`src/design/lbrp_pkg.sv`:
```
// ----------------------------------------------------------------------------
// lbrp_pkg
// Types, codes and constants shared by the log block record packer.
// ----------------------------------------------------------------------------
`default_nettype none

package lbrp_pkg;

    localparam int RECORD_HEADER_BYTES = 4;

    localparam logic [15:0] MAX_DELTA = 16'hffff;

    localparam logic [1:0] OP_APPEND  = 2'd0;
    localparam logic [1:0] OP_FLUSH   = 2'd1;
    localparam logic [1:0] OP_WRITTEN = 2'd2;

    localparam logic [2:0] KIND_STORED    = 3'd0;
    localparam logic [2:0] KIND_SEALED    = 3'd1;
    localparam logic [2:0] KIND_BUSY      = 3'd2;
    localparam logic [2:0] KIND_TOO_LARGE = 3'd3;
    localparam logic [2:0] KIND_NOTHING   = 3'd4;
    localparam logic [2:0] KIND_WRITE_ACK = 3'd5;

    localparam logic [1:0] REG_BLOCK_PAYLOAD_BYTES = 2'd0;
    localparam logic [1:0] REG_RING_BLOCK_COUNT    = 2'd1;
    localparam logic [1:0] REG_START_GENERATION    = 2'd2;
    localparam logic [1:0] REG_START_BLOCK         = 2'd3;

    localparam logic [11:0] RESET_BLOCK_PAYLOAD_BYTES = 12'd4080;
    localparam logic [15:0] RESET_RING_BLOCK_COUNT    = 16'd1024;
    localparam logic [31:0] RESET_START_GENERATION    = 32'd1;
    localparam logic [15:0] RESET_START_BLOCK         = 16'd0;

    typedef struct packed {
        logic [1:0]  operation;
        logic [47:0] now_ms;
        logic [7:0]  record_type;
        logic [7:0]  record_size;
    } t_item;

    typedef struct packed {
        logic [2:0]  kind;
        logic [11:0] record_offset;
        logic [15:0] time_delta;
        logic        opened_block;
        logic [47:0] block_time;
        logic [31:0] header_generation;
        logic [7:0]  echo_type;
        logic [15:0] write_index;
        logic [11:0] sealed_bytes;
        logic        ring_wrapped;
        logic        last;
    } t_result;

    typedef struct packed {
        logic    valid;
        logic    two;
        t_result first;
        t_result second;
    } t_batch;

    typedef struct packed {
        logic [11:0] block_payload_bytes;
        logic [15:0] ring_block_count;
        logic        load_generation;
        logic        load_block;
        logic [31:0] load_value;
    } t_cfg;

endpackage

`default_nettype wire

```
`src/design/lbrp_if.sv`:
```
// ----------------------------------------------------------------------------
// lbrp_if
// Valid/ready channels of the log block record packer.
// ----------------------------------------------------------------------------
`default_nettype none

interface lbrp_in_if;
    logic        valid;
    logic        ready;
    logic [1:0]  operation;
    logic [47:0] now_ms;
    logic [7:0]  record_type;
    logic [7:0]  record_size;

    modport source (output valid, output operation, output now_ms, output record_type,
                    output record_size, input ready);
    modport sink (input valid, input operation, input now_ms, input record_type,
                  input record_size, output ready);
endinterface

interface lbrp_out_if;
    logic        valid;
    logic        ready;
    logic [2:0]  kind;
    logic [11:0] record_offset;
    logic [15:0] time_delta;
    logic        opened_block;
    logic [47:0] block_time;
    logic [31:0] header_generation;
    logic [7:0]  echo_type;
    logic [15:0] write_index;
    logic [11:0] sealed_bytes;
    logic        ring_wrapped;
    logic        last;

    modport source (output valid, output kind, output record_offset, output time_delta,
                    output opened_block, output block_time, output header_generation,
                    output echo_type, output write_index, output sealed_bytes,
                    output ring_wrapped, output last, input ready);
    modport sink (input valid, input kind, input record_offset, input time_delta,
                  input opened_block, input block_time, input header_generation,
                  input echo_type, input write_index, input sealed_bytes,
                  input ring_wrapped, input last, output ready);
endinterface

interface lbrp_cfg_if;
    logic        valid;
    logic        ready;
    logic [1:0]  index;
    logic [31:0] data;

    modport source (output valid, output index, output data, input ready);
    modport sink (input valid, input index, input data, output ready);
endinterface

`default_nettype wire

```
`src/design/lbrp_cfg_regs.sv`:
```
// ----------------------------------------------------------------------------
// lbrp_cfg_regs
// Configuration registers and load strobes for the generation and ring state.
// ----------------------------------------------------------------------------
`default_nettype none

module lbrp_cfg_regs (
    input  wire logic        i_clk,
    input  wire logic        i_rst_n,
    lbrp_cfg_if.sink         i_cfg_ch,
    output lbrp_pkg::t_cfg   o_cfg
);

    logic [11:0] r_block_payload_bytes;
    logic [15:0] r_ring_block_count;
    logic        wr;

    assign i_cfg_ch.ready = 1'b1;
    assign wr = i_cfg_ch.valid;

    always_ff @(posedge i_clk) begin
        if (!i_rst_n) begin
            r_block_payload_bytes <= lbrp_pkg::RESET_BLOCK_PAYLOAD_BYTES;
            r_ring_block_count    <= lbrp_pkg::RESET_RING_BLOCK_COUNT;
        end else if (wr) begin
            if (i_cfg_ch.index == lbrp_pkg::REG_BLOCK_PAYLOAD_BYTES) begin
                r_block_payload_bytes <= i_cfg_ch.data[11:0];
            end
            if (i_cfg_ch.index == lbrp_pkg::REG_RING_BLOCK_COUNT) begin
                r_ring_block_count <= i_cfg_ch.data[15:0];
            end
        end
    end

    always_comb begin
        o_cfg.block_payload_bytes = r_block_payload_bytes;
        o_cfg.ring_block_count    = r_ring_block_count;
        o_cfg.load_generation     = wr && (i_cfg_ch.index == lbrp_pkg::REG_START_GENERATION);
        o_cfg.load_block          = wr && (i_cfg_ch.index == lbrp_pkg::REG_START_BLOCK);
        o_cfg.load_value          = i_cfg_ch.data;
    end

endmodule

`default_nettype wire

```
`src/design/lbrp_engine.sv`:
```
// ----------------------------------------------------------------------------
// lbrp_engine
// Input register, packer state and the single-pass decision for one item.
// ----------------------------------------------------------------------------
`default_nettype none

module lbrp_engine #(
    parameter int RECORD_HEADER_BYTES = lbrp_pkg::RECORD_HEADER_BYTES
) (
    input  wire logic           i_clk,
    input  wire logic           i_rst_n,
    lbrp_in_if.sink             i_in_ch,
    input  wire lbrp_pkg::t_cfg i_cfg,
    output lbrp_pkg::t_batch    o_batch,
    input  wire logic           i_batch_ready
);

    logic            r_in_valid;
    lbrp_pkg::t_item r_in;

    logic [11:0] r_fill;
    logic [47:0] r_cbt;
    logic [31:0] r_og;
    logic [31:0] r_gc;
    logic [15:0] r_rp;
    logic        r_pend;

    logic [11:0] n_fill;
    logic [47:0] n_cbt;
    logic [31:0] n_og;
    logic [31:0] n_gc;
    logic [15:0] n_rp;
    logic        n_pend;

    logic        accept;
    logic        commit;
    logic [11:0] need;
    logic        too_large;
    logic        empty;
    logic [47:0] t0;
    logic [31:0] og0;
    logic        back;
    logic [47:0] delta;
    logic [12:0] fill_sum;
    logic        fits;
    logic [31:0] gc_next;
    logic [15:0] eff_count;
    logic [15:0] slot;
    logic        wrap;
    logic [15:0] slot_next;
    lbrp_pkg::t_result res0;
    lbrp_pkg::t_result res1;
    lbrp_pkg::t_result seal_res;
    logic        two;

    assign accept         = i_in_ch.valid && i_in_ch.ready;
    assign commit         = r_in_valid && i_batch_ready;
    assign i_in_ch.ready  = !r_in_valid || i_batch_ready;

    always_ff @(posedge i_clk) begin
        if (!i_rst_n) begin
            r_in_valid <= 1'b0;
        end else if (accept) begin
            r_in_valid <= 1'b1;
        end else if (commit) begin
            r_in_valid <= 1'b0;
        end
    end

    always_ff @(posedge i_clk) begin
        if (accept) begin
            r_in.operation   <= i_in_ch.operation;
            r_in.now_ms      <= i_in_ch.now_ms;
            r_in.record_type <= i_in_ch.record_type;
            r_in.record_size <= i_in_ch.record_size;
        end
    end

    always_ff @(posedge i_clk) begin
        if (!i_rst_n) begin
            r_fill <= '0;
            r_cbt  <= '0;
            r_og   <= '0;
            r_gc   <= lbrp_pkg::RESET_START_GENERATION;
            r_rp   <= lbrp_pkg::RESET_START_BLOCK;
            r_pend <= 1'b0;
        end else begin
            if (commit) begin
                r_fill <= n_fill;
                r_cbt  <= n_cbt;
                r_og   <= n_og;
                r_pend <= n_pend;
            end
            if (i_cfg.load_generation) begin
                r_gc <= i_cfg.load_value;
            end else if (commit) begin
                r_gc <= n_gc;
            end
            if (i_cfg.load_block) begin
                r_rp <= i_cfg.load_value[15:0];
            end else if (commit) begin
                r_rp <= n_rp;
            end
        end
    end

    assign need      = 12'(r_in.record_size) + 12'(RECORD_HEADER_BYTES);
    assign too_large = need > i_cfg.block_payload_bytes;
    assign empty     = (r_fill == '0);
    assign t0        = empty ? r_in.now_ms : r_cbt;
    assign og0       = empty ? r_gc : r_og;
    assign back      = r_in.now_ms < t0;
    assign delta     = r_in.now_ms - t0;
    assign fill_sum  = {1'b0, r_fill} + {1'b0, need};
    assign fits      = !back && (delta[47:16] == '0) && (delta[15:0] <= lbrp_pkg::MAX_DELTA)
                       && (fill_sum <= {1'b0, i_cfg.block_payload_bytes});
    assign gc_next   = back ? r_gc + 32'd1 : r_gc;

    assign eff_count = (i_cfg.ring_block_count == '0) ? 16'd1 : i_cfg.ring_block_count;
    assign slot      = (r_rp >= eff_count) ? '0 : r_rp;
    assign wrap      = ({1'b0, slot} + 17'd1) >= {1'b0, eff_count};
    assign slot_next = wrap ? '0 : slot + 16'd1;

    always_comb begin
        seal_res                   = '0;
        seal_res.kind              = lbrp_pkg::KIND_SEALED;
        seal_res.block_time        = r_cbt;
        seal_res.header_generation = r_og;
        seal_res.write_index       = slot;
        seal_res.sealed_bytes      = r_fill;
        seal_res.ring_wrapped      = wrap;
    end

    always_comb begin
        n_fill = r_fill;
        n_cbt  = r_cbt;
        n_og   = r_og;
        n_gc   = r_gc;
        n_rp   = r_rp;
        n_pend = r_pend;
        res0   = '0;
        res1   = '0;
        two    = 1'b0;
        res0.kind = lbrp_pkg::KIND_NOTHING;
        unique case (r_in.operation)
            lbrp_pkg::OP_APPEND: begin
                if (too_large) begin
                    res0.kind = lbrp_pkg::KIND_TOO_LARGE;
                end else if (fits) begin
                    res0.kind              = lbrp_pkg::KIND_STORED;
                    res0.record_offset     = r_fill;
                    res0.time_delta        = delta[15:0];
                    res0.opened_block      = empty;
                    res0.block_time        = t0;
                    res0.header_generation = og0;
                    res0.echo_type         = r_in.record_type;
                    n_cbt  = t0;
                    n_og   = og0;
                    n_fill = fill_sum[11:0];
                end else if (r_pend) begin
                    res0.kind = lbrp_pkg::KIND_BUSY;
                    n_gc      = gc_next;
                end else begin
                    res0                   = seal_res;
                    two                    = 1'b1;
                    res1.kind              = lbrp_pkg::KIND_STORED;
                    res1.opened_block      = 1'b1;
                    res1.block_time        = r_in.now_ms;
                    res1.header_generation = gc_next;
                    res1.echo_type         = r_in.record_type;
                    n_gc   = gc_next;
                    n_og   = gc_next;
                    n_cbt  = r_in.now_ms;
                    n_fill = need;
                    n_pend = 1'b1;
                end
            end
            lbrp_pkg::OP_FLUSH: begin
                if (empty) begin
                    res0.kind = lbrp_pkg::KIND_NOTHING;
                end else if (r_pend) begin
                    res0.kind = lbrp_pkg::KIND_BUSY;
                end else begin
                    res0   = seal_res;
                    n_fill = '0;
                    n_pend = 1'b1;
                end
            end
            lbrp_pkg::OP_WRITTEN: begin
                if (r_pend) begin
                    res0.kind         = lbrp_pkg::KIND_WRITE_ACK;
                    res0.write_index  = slot;
                    res0.ring_wrapped = wrap;
                    n_rp   = slot_next;
                    n_pend = 1'b0;
                end
            end
            default: begin
                res0.kind = lbrp_pkg::KIND_NOTHING;
            end
        endcase
        if (two) begin
            res1.last = 1'b1;
        end else begin
            res0.last = 1'b1;
        end
    end

    always_comb begin
        o_batch.valid  = r_in_valid;
        o_batch.two    = two;
        o_batch.first  = res0;
        o_batch.second = res1;
    end

endmodule

`default_nettype wire

```
`src/design/lbrp_result_queue.sv`:
```
// ----------------------------------------------------------------------------
// lbrp_result_queue
// Two-entry result queue that takes one or two results per item and hands
// them out one transfer at a time.
// ----------------------------------------------------------------------------
`default_nettype none

module lbrp_result_queue (
    input  wire logic             i_clk,
    input  wire logic             i_rst_n,
    input  wire lbrp_pkg::t_batch i_batch,
    output logic                  o_batch_ready,
    lbrp_out_if.source            o_out_ch
);

    lbrp_pkg::t_result r_s0;
    lbrp_pkg::t_result r_s1;
    logic [1:0]        r_cnt;

    lbrp_pkg::t_result n_s0;
    lbrp_pkg::t_result n_s1;
    logic [1:0]        n_cnt;

    logic       pop;
    logic       push;
    logic [1:0] cap;

    assign pop           = (r_cnt != 2'd0) && o_out_ch.ready;
    assign cap           = r_cnt - {1'b0, pop};
    assign o_batch_ready = i_batch.two ? (cap == 2'd0) : (cap != 2'd2);
    assign push          = i_batch.valid && o_batch_ready;

    always_comb begin
        n_s0  = r_s0;
        n_s1  = r_s1;
        n_cnt = cap;
        if (pop) begin
            n_s0 = r_s1;
        end
        if (push) begin
            if (cap == 2'd0) begin
                n_s0 = i_batch.first;
                n_s1 = i_batch.second;
            end else begin
                n_s1 = i_batch.first;
            end
            n_cnt = cap + (i_batch.two ? 2'd2 : 2'd1);
        end
    end

    always_ff @(posedge i_clk) begin
        if (!i_rst_n) begin
            r_cnt <= 2'd0;
        end else begin
            r_cnt <= n_cnt;
        end
    end

    always_ff @(posedge i_clk) begin
        r_s0 <= n_s0;
        r_s1 <= n_s1;
    end

    assign o_out_ch.valid             = (r_cnt != 2'd0);
    assign o_out_ch.kind              = r_s0.kind;
    assign o_out_ch.record_offset     = r_s0.record_offset;
    assign o_out_ch.time_delta        = r_s0.time_delta;
    assign o_out_ch.opened_block      = r_s0.opened_block;
    assign o_out_ch.block_time        = r_s0.block_time;
    assign o_out_ch.header_generation = r_s0.header_generation;
    assign o_out_ch.echo_type         = r_s0.echo_type;
    assign o_out_ch.write_index       = r_s0.write_index;
    assign o_out_ch.sealed_bytes      = r_s0.sealed_bytes;
    assign o_out_ch.ring_wrapped      = r_s0.ring_wrapped;
    assign o_out_ch.last              = r_s0.last;

endmodule

`default_nettype wire

```
`src/design/log_block_record_packer.sv`:
```
// ----------------------------------------------------------------------------
// log_block_record_packer
// The first result of an item passes the input register and then the result queue
// register before it is offered; a full result queue holds it in the input register.
// Throughput: one item per cycle when it yields one result and o_out_ch is not stalled;
// an append that seals and stores yields two results and needs an empty result queue.
// Reset clears the pipeline and the packer state and restores register defaults.
// ----------------------------------------------------------------------------
`default_nettype none

module log_block_record_packer #(
    parameter int RECORD_HEADER_BYTES = lbrp_pkg::RECORD_HEADER_BYTES
) (
    input  wire logic i_clk,
    input  wire logic i_rst_n,
    lbrp_in_if.sink   i_in_ch,
    lbrp_cfg_if.sink  i_cfg_ch,
    lbrp_out_if.source o_out_ch
);

    lbrp_pkg::t_cfg   cfg;
    lbrp_pkg::t_batch batch;
    logic             batch_ready;

    lbrp_cfg_regs u_cfg (
        .i_clk    (i_clk),
        .i_rst_n  (i_rst_n),
        .i_cfg_ch (i_cfg_ch),
        .o_cfg    (cfg)
    );

    lbrp_engine #(
        .RECORD_HEADER_BYTES (RECORD_HEADER_BYTES)
    ) u_engine (
        .i_clk         (i_clk),
        .i_rst_n       (i_rst_n),
        .i_in_ch       (i_in_ch),
        .i_cfg         (cfg),
        .o_batch       (batch),
        .i_batch_ready (batch_ready)
    );

    lbrp_result_queue u_queue (
        .i_clk         (i_clk),
        .i_rst_n       (i_rst_n),
        .i_batch       (batch),
        .o_batch_ready (batch_ready),
        .o_out_ch      (o_out_ch)
    );

endmodule

`default_nettype wire
```
`src/flat_wrapper.sv`:
```
// flat-port wrapper written by rule: the top's interface ports become plain ports
module log_block_record_packer_flat 
#(
    parameter int RECORD_HEADER_BYTES = lbrp_pkg::RECORD_HEADER_BYTES
)
  (i_clk, i_rst_n, i_in_ch_valid, i_in_ch_operation, i_in_ch_now_ms, i_in_ch_record_type, i_in_ch_record_size, i_in_ch_ready, i_cfg_ch_valid, i_cfg_ch_index, i_cfg_ch_data, i_cfg_ch_ready, o_out_ch_valid, o_out_ch_kind, o_out_ch_record_offset, o_out_ch_time_delta, o_out_ch_opened_block, o_out_ch_block_time, o_out_ch_header_generation, o_out_ch_echo_type, o_out_ch_write_index, o_out_ch_sealed_bytes, o_out_ch_ring_wrapped, o_out_ch_last, o_out_ch_ready);
  lbrp_in_if i_in_ch_i ();
  lbrp_cfg_if i_cfg_ch_i ();
  lbrp_out_if o_out_ch_i ();
  input  wire logic i_clk;
  input  wire logic i_rst_n;
  input wire logic [$bits(i_in_ch_i.valid)-1:0] i_in_ch_valid;
  input wire logic [$bits(i_in_ch_i.operation)-1:0] i_in_ch_operation;
  input wire logic [$bits(i_in_ch_i.now_ms)-1:0] i_in_ch_now_ms;
  input wire logic [$bits(i_in_ch_i.record_type)-1:0] i_in_ch_record_type;
  input wire logic [$bits(i_in_ch_i.record_size)-1:0] i_in_ch_record_size;
  output wire logic [$bits(i_in_ch_i.ready)-1:0] i_in_ch_ready;
  input wire logic [$bits(i_cfg_ch_i.valid)-1:0] i_cfg_ch_valid;
  input wire logic [$bits(i_cfg_ch_i.index)-1:0] i_cfg_ch_index;
  input wire logic [$bits(i_cfg_ch_i.data)-1:0] i_cfg_ch_data;
  output wire logic [$bits(i_cfg_ch_i.ready)-1:0] i_cfg_ch_ready;
  output wire logic [$bits(o_out_ch_i.valid)-1:0] o_out_ch_valid;
  output wire logic [$bits(o_out_ch_i.kind)-1:0] o_out_ch_kind;
  output wire logic [$bits(o_out_ch_i.record_offset)-1:0] o_out_ch_record_offset;
  output wire logic [$bits(o_out_ch_i.time_delta)-1:0] o_out_ch_time_delta;
  output wire logic [$bits(o_out_ch_i.opened_block)-1:0] o_out_ch_opened_block;
  output wire logic [$bits(o_out_ch_i.block_time)-1:0] o_out_ch_block_time;
  output wire logic [$bits(o_out_ch_i.header_generation)-1:0] o_out_ch_header_generation;
  output wire logic [$bits(o_out_ch_i.echo_type)-1:0] o_out_ch_echo_type;
  output wire logic [$bits(o_out_ch_i.write_index)-1:0] o_out_ch_write_index;
  output wire logic [$bits(o_out_ch_i.sealed_bytes)-1:0] o_out_ch_sealed_bytes;
  output wire logic [$bits(o_out_ch_i.ring_wrapped)-1:0] o_out_ch_ring_wrapped;
  output wire logic [$bits(o_out_ch_i.last)-1:0] o_out_ch_last;
  input wire logic [$bits(o_out_ch_i.ready)-1:0] o_out_ch_ready;
  assign i_in_ch_i.valid = i_in_ch_valid;
  assign i_in_ch_i.operation = i_in_ch_operation;
  assign i_in_ch_i.now_ms = i_in_ch_now_ms;
  assign i_in_ch_i.record_type = i_in_ch_record_type;
  assign i_in_ch_i.record_size = i_in_ch_record_size;
  assign i_in_ch_ready = i_in_ch_i.ready;
  assign i_cfg_ch_i.valid = i_cfg_ch_valid;
  assign i_cfg_ch_i.index = i_cfg_ch_index;
  assign i_cfg_ch_i.data = i_cfg_ch_data;
  assign i_cfg_ch_ready = i_cfg_ch_i.ready;
  assign o_out_ch_valid = o_out_ch_i.valid;
  assign o_out_ch_kind = o_out_ch_i.kind;
  assign o_out_ch_record_offset = o_out_ch_i.record_offset;
  assign o_out_ch_time_delta = o_out_ch_i.time_delta;
  assign o_out_ch_opened_block = o_out_ch_i.opened_block;
  assign o_out_ch_block_time = o_out_ch_i.block_time;
  assign o_out_ch_header_generation = o_out_ch_i.header_generation;
  assign o_out_ch_echo_type = o_out_ch_i.echo_type;
  assign o_out_ch_write_index = o_out_ch_i.write_index;
  assign o_out_ch_sealed_bytes = o_out_ch_i.sealed_bytes;
  assign o_out_ch_ring_wrapped = o_out_ch_i.ring_wrapped;
  assign o_out_ch_last = o_out_ch_i.last;
  assign o_out_ch_i.ready = o_out_ch_ready;
  log_block_record_packer #(.RECORD_HEADER_BYTES(RECORD_HEADER_BYTES)) u_core (.i_clk(i_clk), .i_rst_n(i_rst_n), .i_in_ch(i_in_ch_i), .i_cfg_ch(i_cfg_ch_i), .o_out_ch(o_out_ch_i));
endmodule
```
`config.mk`:
```
export PLATFORM = sky130hd
export DESIGN_NAME = log_block_record_packer_flat
export DESIGN_NICKNAME = d
export VERILOG_FILES = /design/src/design/lbrp_pkg.sv /design/src/design/lbrp_if.sv /design/src/design/lbrp_cfg_regs.sv /design/src/design/lbrp_engine.sv /design/src/design/lbrp_result_queue.sv /design/src/design/log_block_record_packer.sv /design/src/flat_wrapper.sv
export SDC_FILE = /design/constraint.sdc
export NUM_CORES = 1
export LEC_CHECK = 0
export BUFFER_PORTS_ARGS = -buffer_cell sky130_fd_sc_hd__buf_2
export CORE_MARGIN = 2
export CORE_UTILIZATION = 35
export CTS_CLUSTER_DIAMETER = 40
export DETAILED_ROUTE_END_ITERATION = 8
export GPL_TIMING_DRIVEN = 0
export PLACE_DENSITY = 0.63
export SETUP_SLACK_MARGIN = 0.05
export SYNTH_ARGS = -nofsm -noshare
export SYNTH_HDL_FRONTEND = slang
export SYNTH_SLANG_ARGS = --single-unit
```
`constraint.sdc`:
```
create_clock -name i_clk -period 17.6 [get_ports i_clk]
set_clock_uncertainty 0.1 [all_clocks]
set_input_delay 1.76 -clock i_clk [delete_from_list [all_inputs] [get_ports i_clk]]
set_output_delay 1.76 -clock i_clk [all_outputs]
set_load 0.02 [all_outputs]
```
==> results of run 1 <==
## registers in the layout (all words and copies together) (netlist names), 2 cells and up
register	count
u_core.u_engine.r_in	66
u_core.u_cfg.r_block_payload_bytes	12
u_core.u_queue.o_out_ch.write_index	16
u_core.u_queue.o_out_ch.kind	3
u_core.u_engine.r_fill	12
u_core.u_queue.o_out_ch.time_delta	16
u_core.u_queue.r_s1	150
u_core.u_engine.r_og	32
u_core.u_engine.r_gc	32
u_core.u_engine.r_rp	16
u_core.u_engine.r_cbt	48
u_core.u_cfg.r_ring_block_count	16
u_core.u_queue.o_out_ch.record_offset	12
u_core.u_queue.r_cnt	2
u_core.u_queue.o_out_ch.echo_type	8
u_core.u_queue.o_out_ch.block_time	48
u_core.u_queue.o_out_ch.sealed_bytes	12
u_core.u_queue.o_out_ch.header_generation	32
## power groups by stage
stage	clock network, uW	logic (uW)	registers (uW)
floorplan	0	1680	2070
global placement	0	2790	1910
detailed placement	0	2840	1880
CTS	1930	2860	1850
global route	1990	3140	1890
finish	1900	2890	1860
## worst max-delay path, stage by stage (launching register included)
cell and delay (ns):
dfxtp_1 0.30, clkbuf_1 0.26, nor4_1 0.38, and3_1 0.27, clkbuf_1 0.37, clkbuf_1 0.77
clkbuf_1 0.84, mux2i_1 0.23, ha_1 0.36, clkbuf_1 0.37, nand2_1 0.15, o311a_1 0.43
a2111oi_0 0.54, o21ai_0 0.19, nor3_1 0.25, nand4_1 0.15, nor4_2 0.39, and4_1 0.27
and4_1 0.33, clkbuf_1 0.50, nor3_1 0.19, o21ai_0 0.67, buf_2 0.30
## layer usage
layer	vias up	global-route usage (%)	wire [um]
met2	1016	38.43	49790
met4	2	8.682	3961
met5	-	0	7
met1	13150	29.45	43370
met3	221	5.281	8993
li1	13010	-	-
## cell families (layout without fill, tap and decap cells)
logic type / after synthesis / after routing / synth area share, %
other cells: 1 / 2 / 0.01249
mux: 186 / 186 / 6.214
flops: 538 / 538 / 43.08
fa+ha+maj: 117 / 117 / 4.926
buf+inv: 356 / 804 / 4.789
simple gates: 1104 / 1104 / 17.19
xor+xnor: 116 / 116 / 3.384
compound gates: 931 / 931 / 20.41
## cell type report
| type | instances | area [sq um] | share of cell area, % |
|---|---|---|---|
| diodes | 1 | 2.502 | 0.006893 |
| plain buffers | 261 | 1081 | 2.978 |
| clock buffers | 116 | 2579 | 7.103 |
| clock inverters | 66 | 789.5 | 2.175 |
| inverters | 95 | 356.6 | 0.9822 |
| multi-input cells | 2455 | 15660 | 43.14 |
| flip-flops and latches | 538 | 12930 | 35.62 |
| well taps | 1144 | 1431 | 3.943 |
| repair buffers | 266 | 1471 | 4.053 |
## per-stage QoR
step | TNS [ns] | instance area (sq um) | power [uW] | util, %
finish | 0 | 36300 | 6646 | 42.64
global route | 0 | 36300 | 7012 | 42.64
CTS | 0 | 36290 | 6646 | 42.62
detailed placement | 0 | 32920 | 4721 | 38.67
global placement | -87.69 | 32730 | 4699 | 38.44
floorplan | 0 | 30020 | 3748 | -
## layout by cell type (no fill, tap or decap), types with 49 or more instances in the layout
master     count
a21oi_1      378
a221o_1       65
a2bb2oi_1     49
and3_1        79
buf_2        295
clkbuf_1     201
clkbuf_16     97
dfxtp_1      322
edfxtp_1     216
ha_1         115
inv_1         92
mux2i_1      183
nand2_1      485
nand3_1       90
nor2_1       198
o21ai_0      133
xnor2_1       61
xor2_1        55
## path summary, 6_finish.rpt
kind	startpoint	to	slack [ns]
max	u_core.u_engine.r_fill[9]$_SDFFE_PN0P_	i_in_ch_ready	6.54
min	u_core.u_cfg.r_block_payload_bytes[1]$_SDFFE_PN0P_	u_core.u_cfg.r_block_payload_bytes[1]$_SDFFE_PN0P_	0.36
min reg2reg	u_core.u_cfg.r_block_payload_bytes[1]$_SDFFE_PN0P_	u_core.u_cfg.r_block_payload_bytes[1]$_SDFFE_PN0P_	0.36
max reg2reg	u_core.u_engine.r_fill[9]$_SDFFE_PN0P_	u_core.u_engine.r_in[49]$_DFFE_PP_	7.96
==> metrics.txt, run 1 <==
outcome=finished clean; drt drc=0; syn avg cell area=8.964 sq um; fin nets=3935; antenna-violating nets left=0; r2r worst-path depth=23; worst slack at placement=7.486 ns; arrival time at the worst endpoint=9.20 ns; Post-Syn Area=30020 sq um; vias per cell=5.545; largest net degree at the start of global routing=37; final std cells w/o fill=4942; vias in the first global route=26.05k; hpwl dp=80940 um; CTS tree=done; minimum clock period=11.06 ns; area grow syn2layout=20.93%; sequential share of power=27.9%; clk slew on worst S/H paths=0.06 ns; Commonest cells post-synth=nand2_1, a21oi_1, dfxtp_1, edfxtp_1, nor2_1; Placement Rows=107; ys flop type=dfxtp_1; Cell Int Power=3832 uW; Final Hold Fails=0; setup ws final=6.545 ns; distinct cell type count after synthesis=93; Worst Setup End Kind=primary output; Clock Tree Root=clkbuf_16; share of post-route cells with drive strength above 1=13.93%; Starting DRT DRC Count=2400; Gate power share=43.4%; Hold Crit Class=reg -> reg; PortBufs=256; Die Y-Extent=296.9 um; fillers=8494; MaxCap Viol Count=0; Hold Path Depth=2; Pre-Repair DR Iteration Count=6; Num CTS Buffers=96; Seq/Total Area, Yosys=43.08%; Post-Place Cells=4758; Synth Warn #=0; Hold Slack=0.3597 ns; Max Buffers Root-to-Sink=3; top-count cell post-synth=nand2_1; first-pass GRT wire length=160100 um; grt ovf=0; Yosys reg bits=538; Post-Synthesis Cells=3349; DIE AREA=88130 sq um; initial antenna violation count=2; Sw Share=42.35%; Area contributors post-synth=edfxtp_1, dfxtp_1, a21oi_1; chip width=296.9 um; Worst slew margin=7.869%; final cycle utilization of the critical path=62.82%; RSZ-0062 raised after global routing=no; Async S/R FF share, synth=0%; I/O pin cnt=258; Post-CTS Hold Buffers=0; Synth area leader=edfxtp_1; crit path kind=reg -> out; Starting Density=35.26%; overall global routing resource usage=23.22%; FMAX=90.45 MHz; core area=85150 sq um; routed wire length=106100 um; clock network fraction of total power=28.6%; Slew @ Worst Pin=1.382 ns; Crit Path Max Fanout=10; EDFF count, synth=216; Clock H-tree levels=3; Post-CTS Setup Bufs=0; # setup viols final=0; Via Count=27.40k; Net Count, Synth=3571; share of the synthesized area in the top cell type=21.61%; CTS sink count=538; Psw=2814 uW; Pins Over Slew Limit=0; Peak VDD IR=0.0001059 V; Power Density=183.1 nW/um^2; clk_lat worst skew=0.68 ns; GPL Wtd Cong=0.9648; Static Leak=0.01430 uW; Crit path required time=15.74 ns; Critical Path Start Type=flop; per-cell routed wire length=21.47 um; CTS resizes=0
(Power assumes the default switching activity.)
==> inputs of run 2 (changes only) <==
- PLACE_DENSITY: 0.63 -> 0.64
- clock period: 17.6 -> 10.15 ns (I/O delays scaled with it)
==> run 2 against run 1 <==
  * The flow now finishes with violations (capacitance limit, slew limit)
  * Worst setup slack lost 5.8 ns
  * Core utilization grew 0.053 points
  * Critical path depth stayed put
  * Sequential power up 75%
  * First-iteration DRC count fell by 5.4%
  * Global-route usage increased by 0.19 points
  * Sequential share of layout area hardly changed
  * Clock-buffer cell count is 4 lower
  * Register-to-register slack worse by 6.9 ns
  * Non-clock buffer count shrank 2
  * Total power rose by 75%
  * Critical path type unchanged
==> metrics.txt, run 2 (same netlist as run 1, synthesis figures left out) <==
CTS tree=done; MaxCap Viol Count=1 (+1); routed wire length=106200 um (about the same); Worst slew margin=-1.220% (-9.1 points); Pre-Repair DR Iteration Count=6 (unchanged); per-cell routed wire length=21.50 um (+0.15%); FMAX=106.3 MHz; # setup viols final=0 (unchanged); Worst Setup End Kind=primary output; setup ws final=0.7397 ns (-5.805 ns); Worst R2R Setup Slack=1.07 ns (-6.89 ns); Clock H-tree levels=3 (unchanged); worst setup path startpoint=u_core.u_engine.r_fill[9]$_SDFFE_PN0P_; leading cell type in the layout, fill and taps excluded=nand2_1; grt ovf=0 (unchanged); Reg-to-Reg End=u_core.u_queue.r_cnt[1]$_SDFF_PN0_; overall global routing resource usage=23.40% (+0.19 points); final cycle utilization of the critical path=92.71%; DIE AREA=88130 sq um (unchanged); minimum clock period=9.410 ns; hpwl dp=81060 um (+0.16%); Slew @ Worst Pin=1.518 ns (+0.1363 ns); crit path kind=reg -> out; largest net degree at the start of global routing=41 (+11%); outcome=finished, violations left; initial antenna violation count=2 (unchanged); Critical Path Start Type=flop; sequential share of power=28.0% (about the same); Peak VDD IR=0.0001671 V (+58%); Hold Slack=0.3580 ns (-0.001676 ns); clock network fraction of total power=29.2% (+0.6 points); Power Density=319.6 nW/um^2 (+75%); Psw=4866 uW (+73%); chip width=296.9 um (unchanged); Crit path required time=9.04 ns (-6.70 ns); r2r worst-path depth=25 (+8.7%); Crit Path Max Fanout=10 (unchanged); Static Leak=0.01432 uW (+0.14%); area grow syn2layout=21.08%; Pins Over Slew Limit=11 (+11); CTS sink count=538 (unchanged); worst slack at placement=0.6947 ns (-6.791 ns); core area=85150 sq um (unchanged); arrival time at the worst endpoint=8.30 ns (-0.90 ns); Die Y-Extent=296.9 um (unchanged); Tot Pwr=11620 uW (+75%); vias per cell=5.510 (-0.63%); Most flops, register=u_core.u_queue.r_s1; biggest registers after layout=u_core.u_queue.r_s1 (150), u_core.u_engine.r_in (66); Cell Int Power=6750 uW (+76%); Via Count=27.20k (-0.73%); Starting DRT DRC Count=2270 (-5.4%); GPL Wtd Cong=0.9670 (+0.23%); clk slew on worst S/H paths=0.05 ns (about the same); most frequent cells in the layout=nand2_1, a21oi_1, dfxtp_1, buf_2, edfxtp_1; hold endpoint=u_core.u_cfg.r_block_payload_bytes[3]$_SDFFE_PN0P_; RSZ-0062 raised after global routing=no; drt drc=0 (unchanged); fin nets=3931 (-0.10%); Gate power share=42.9% (-0.5 points); Sw Share=41.89% (-0.46 points); Final Hold Fails=0 (unchanged); Starting Density=35.26% (unchanged); Clock Tree Root=clkbuf_16; Num CTS Buffers=94 (-2.1%); max reg flops=150 (unchanged); share of post-route cells with drive strength above 1=13.95% (+0.022 points); Max Buffers Root-to-Sink=3 (unchanged); Placement Rows=107 (unchanged); Post-CTS Hold Buffers=0 (unchanged); R2R Path Start=u_core.u_engine.r_fill[9]$_SDFFE_PN0P_; setup_tns=0 ns (unchanged); Hold Crit Class=reg -> reg; vias in the first global route=26.16k (+0.43%); I/O pin cnt=258 (unchanged); violated checks=capacitance limit, slew limit; Worst Min Path Start=u_core.u_cfg.r_block_payload_bytes[3]$_SDFFE_PN0P_; antenna-violating nets left=0 (unchanged); clk_lat worst skew=0.66 ns (-0.02 ns); Hold Path Depth=2 (unchanged); PortBufs=256 (unchanged); first-pass GRT wire length=160800 um (+0.47%); Post-CTS Setup Bufs=0 (unchanged)
## run 2: worst max path at each step
stage               slack, ns  cells past startpoint                            endpoint
floorplan                0.37                     22  u_core.u_queue.r_cnt[0]$_SDFF_PN0_
global placement        -4.55                     22  u_core.u_queue.r_cnt[0]$_SDFF_PN0_
detailed placement       0.69                     25  u_core.u_queue.r_cnt[1]$_SDFF_PN0_
CTS                      0.07                     22                       i_in_ch_ready
global route             0.31                     21                       i_in_ch_ready
finish                   0.74                     22                       i_in_ch_ready
## run 2: area by class of cell
class | count | area (sq um)
clock inverters | 66 | 860.8
repair buffers | 264 | 1455
clock buffers | 112 | 2555
plain buffers | 261 | 1086
multi-input cells | 2455 | 15670
flip-flops and latches | 538 | 12930
well taps | 1144 | 1431
fillers | 8458 | 48800
inverters | 95 | 356.6
diodes | 2 | 5.005
## run 2: what timing repair did
item	CTS	global route
resized for setup	0	9
endpoints found under the setup margin	0	1
endpoints found under the hold margin	0	0
## run 2: power by group through the flow
stage | Sequential (uW) | Clock, uW | Combinational (uW)
floorplan | 3560 | 0 | 2920
global placement | 3320 | 0 | 4810
detailed placement | 3280 | 0 | 4910
CTS | 3240 | 3430 | 4950
global route | 3310 | 3520 | 5420
finish | 3250 | 3390 | 4980
## run 2: metal layers
layer | GRT usage, % | part of all wire [%] | vias to the layer above
met5 | 0 | 0 | -
met4 | 8.802 | 3.8 | 0
met3 | 5.223 | 8.0 | 209
met2 | 39.29 | 47 | 1015
met1 | 29.26 | 41 | 12960
li1 | - | - | 13020
## run 2: through the flow
| stage | cell area [sq um] | utilization, % | std cells |
|---|---|---|---|
| after floorplan | 30020 | - | 3349 |
| after global placement | 32740 | 38.45 | 4749 |
| after detailed placement | 32910 | 38.65 | 4756 |
| after CTS | 36320 | 42.66 | 4934 |
| after global routing | 36340 | 42.69 | 4935 |
| final | 36350 | 42.69 | 4937 |
## run 2: worst max-delay path, stage by stage (launching register included)
cell,delay (ns)
dfxtp_1,0.29
clkbuf_1,0.27
nor4_1,0.43
and3_1,0.28
clkbuf_1,0.39
clkbuf_2,0.48
clkbuf_2,0.42
mux2i_1,0.16
ha_1,0.40
clkbuf_1,0.48
nor2_1,0.09
o311a_1,0.41
a2111oi_0,0.46
o21ai_0,0.17
nor3_1,0.29
nand4_1,0.16
nor4_2,0.40
and4_1,0.26
and4_1,0.35
clkbuf_1,0.52
nor3_1,0.19
o21ai_1,0.45
buf_2,0.26
